===== src/hdl/tsd_ram.sv =====
`timescale 1ns / 1ps
`default_nettype none

module tsd_ram #(
  parameter int WIDTH = 8,
  parameter int DEPTH = 16
) (
  input  wire logic                     clk,
  input  wire logic                     we,
  input  wire logic [$clog2(DEPTH)-1:0] waddr,
  input  wire logic [WIDTH-1:0]         wdata,
  input  wire logic [$clog2(DEPTH)-1:0] raddr,
  output logic      [WIDTH-1:0]         rdata
);

  logic [WIDTH-1:0] mem [DEPTH];

  // Write port and registered read port
  always_ff @(posedge clk) begin
    if (we) begin
      mem[waddr] <= wdata;
    end
    rdata <= mem[raddr];
  end

endmodule

`default_nettype wire


===== config.mk =====
export PLATFORM = sky130hd
export DESIGN_NAME = tsd_ram
export DESIGN_NICKNAME = d
export VERILOG_FILES = /design/src/hdl/tsd_ram.sv
export SDC_FILE = /design/constraint.sdc
export NUM_CORES = 1
export LEC_CHECK = 0
export BUFFER_PORTS_ARGS = -buffer_cell sky130_fd_sc_hd__buf_2
export CAP_MARGIN = 20
export CELL_PAD_IN_SITES_DETAIL_PLACEMENT = 1
export CELL_PAD_IN_SITES_GLOBAL_PLACEMENT = 1
export CORE_AREA = 4 4 94 118
export DETAILED_ROUTE_END_ITERATION = 10
export DIE_AREA = 0 0 98 122
export HOLD_SLACK_MARGIN = 0.12
export PLACE_DENSITY_LB_ADDON = 0.25
export SYNTH_ARGS = -nofsm -noshare
export SYNTH_HDL_FRONTEND = slang
export SYNTH_SLANG_ARGS = --single-unit

===== constraint.sdc =====
create_clock -name clk -period 1.8 [get_ports clk]
set_input_delay 0.18 -clock clk [delete_from_list [all_inputs] [get_ports clk]]
set_output_delay 0.18 -clock clk [all_outputs]
set_load 0.05 [all_outputs]

==> qor.yml <==
placed_area_sq_mm: 0.00553
worst_clock_skew_ps: 10.5
grt_pass1_vias: 2720
drtIter0Drc: 217
vias: 2457
fmax_mhz: 688
pin_count: 26
place_congestion: 0.738
layout_commonest_cell: "edfxtp_1"
drive_above_1_share_pct: 32.3
worstPathMaxFanout: 1
start_util_pct: 51.5
grt_pass1_wl_mm: 16.9
worstHoldStart: "wdata[5]"
syn_to_final_growth_pct: 20.0
p_sw_uw: 1550
grt_overflow: 0
drc_errors: 0
p_per_area_mw_per_mm2: 1250
syn_area_per_cell_sq_um: 22.5
p_leak_uw: 0.00212
min_path_type: "in -> reg"
rows: 41
swShare_pct: 20.1
worstPathArrival_ps: 1740
relSlewSlack_pct: 71.9
viasPerCell: 5.77
n_antenna_cell: 0
synthesis.nets: 247
worst_slack_ps: 347
ys_seq_elements: 136
place_inst: 394
die_area_sq_mm: 0.0120
cap_violations: 0
seq_area_frac_synth_pct: 77.8
post_cts_resized: 0
wl_per_cell_um: 25.9
numCtsBuffers: 17
antenna_found_initial: 0
ir_worst_vdd_mv: 0.584
dp_slack_ps: -25.4
fin_crit_sh_pct: 80.7
power_frac_comb_pct: 5.2
cts_hold_buf: 0
max_stage_delay_ps: 540
status: "completed"
yosysTopAreaCell: "edfxtp_1"
drt-pass1-iter-count: 4
port-buffer-count: 25
clockBufferDepth: 2
crit_path_top_delay_cell: "mux4_1"
setup_violations: 0
ant_nets: 0
synth_top_area_share_pct: 74.7
start_kind: "flop"
cp-end-kind: "flop"
netlist_area_sq_mm: 0.00515
fin_area_sq_mm: 0.00617
cts_tree: "done"
cts_setup_buffers: 0
grt_max_degree: 33
internal_power_uw: 6170
root_buffer: "clkbuf_16"
cts.sinks: 136
yosysWarnings: 0
synthDistinctLibCells: 19
dp_hpwl_mm: 6.67
rsz0062_at_grt: "no"
crit_type: "reg -> reg"
slew_viol_final: 0
die_w_um: 98
synth_area_leaders: "edfxtp_1 75%, mux4_2 7.9%, mux4_1 7.1%"
grt_usage_pct: 20.4
core_sq_mm: 0.0100
hold_violations: 0
worst_ep_required_time_ps: 2090
clk_latency_ps: 410
stdcell_count: 426
fin_nets: 302
power_frac_clock_pct: 48.6
htree_num_levels: 4
r2r_start: "mem[5][0]"
final_cell_mix: "128 x edfxtp_1, 25 x buf_2, 19 x buf_4"
clkTransAtPathRegs_ps: 60
syn_inst: 229
startpoint: "mem[5][0]"
wl_mm: 11.0
die_h_um: 122
tightest_slew_ps: 421
seq_power_share_pct: 46.2
timing.hold.ws_ps: 166
cp_cell_sequence: "mux4_1 > a22oi_1 > nand2_1"
p_total_uw: 7730
finalCriticalPeriod_ps: 1450
[cell usage after synthesis]
| master | n |
|---|---|
| mux4_1 | 14 |
| and2_1 | 1 |
| and2b_1 | 1 |
| edfxtp_1 | 128 |
| a22oi_1 | 16 |
| nand3b_1 | 2 |
| clkdlybuf4s25_2 | 3 |
| nor3_1 | 4 |
| nand3_1 | 1 |
| buf_2 | 3 |
| mux4_2 | 18 |
| nand2b_1 | 2 |
| nor2b_1 | 1 |
| dfxtp_1 | 8 |
| buf_6 | 3 |
| nand2_1 | 9 |
| buf_4 | 1 |
| nor2_1 | 13 |
| or3b_2 | 1 |
[through the flow]
stage	setup TNS [ps]	util [%]
2_1_floorplan	0	-
3_5_place_dp	-25.4	55.3
6_report	0	61.7
4_1_cts	0	61.7
3_3_place_gp	-21.0	55.3
5_1_grt	0	61.7
[cells by family after synthesis]
group,Yosys count,share of synthesized area (%)
muxes,32,15.0
buffers and inverters,10,1.68
and+or+nand+nor,35,3.18
DFF,136,77.8
AOI/OAI and AO/OA,16,2.33
[worst max-delay path: cells and delay by family (launching register included)]
family,cells,cell delay (ps)
AND/OR/NAND/NOR,1,90
flip-flops,1,370
multiplexers,1,540
AO/OA/AOI/OAI,1,330
[cell type report]
| class | count | area [sq um] |
|---|---|---|
| Clock buffer | 19 | 443 |
| Clock inverter | 13 | 201 |
| Fill cell | 868 | 3830 |
| Multi-Input combinational cell | 83 | 1060 |
| Sequential cell | 136 | 4000 |
| Tap cell | 129 | 161 |
| Timing Repair Buffer | 46 | 308 |
[state kept, by name, indices dropped and copies added, names as in the netlist]
name and cells:
rdata 8, mem 128
[final timing paths]
kind / slack, ps / depth (start not counted) / end
worst max-delay path: 350 / 3 / rdata[0]
worst max register to register: 350 / 3 / rdata[0]
worst min-delay path: 170 / 1 / mem[14][5]
worst min register to register: 660 / 3 / rdata[2]
[power groups by stage]
stage / sequential (uW) / clock, uW / combinational [uW]
after global routing: 3570 / 3970 / 434
after global placement: 3630 / 0 / 397
final: 3570 / 3750 / 405
after CTS: 3570 / 3820 / 414
after floorplan: 3700 / 0 / 180
after detailed placement: 3630 / 0 / 410
[layer usage]
layer / wire length, um / global-route usage, %
met5: 0 / 0
met4: 205 / 8.31
met3: 578 / 6.13
met2: 5860 / 34.0
met1: 4390 / 25.0
No activity file was read; power rests on OpenSTA's default activity.
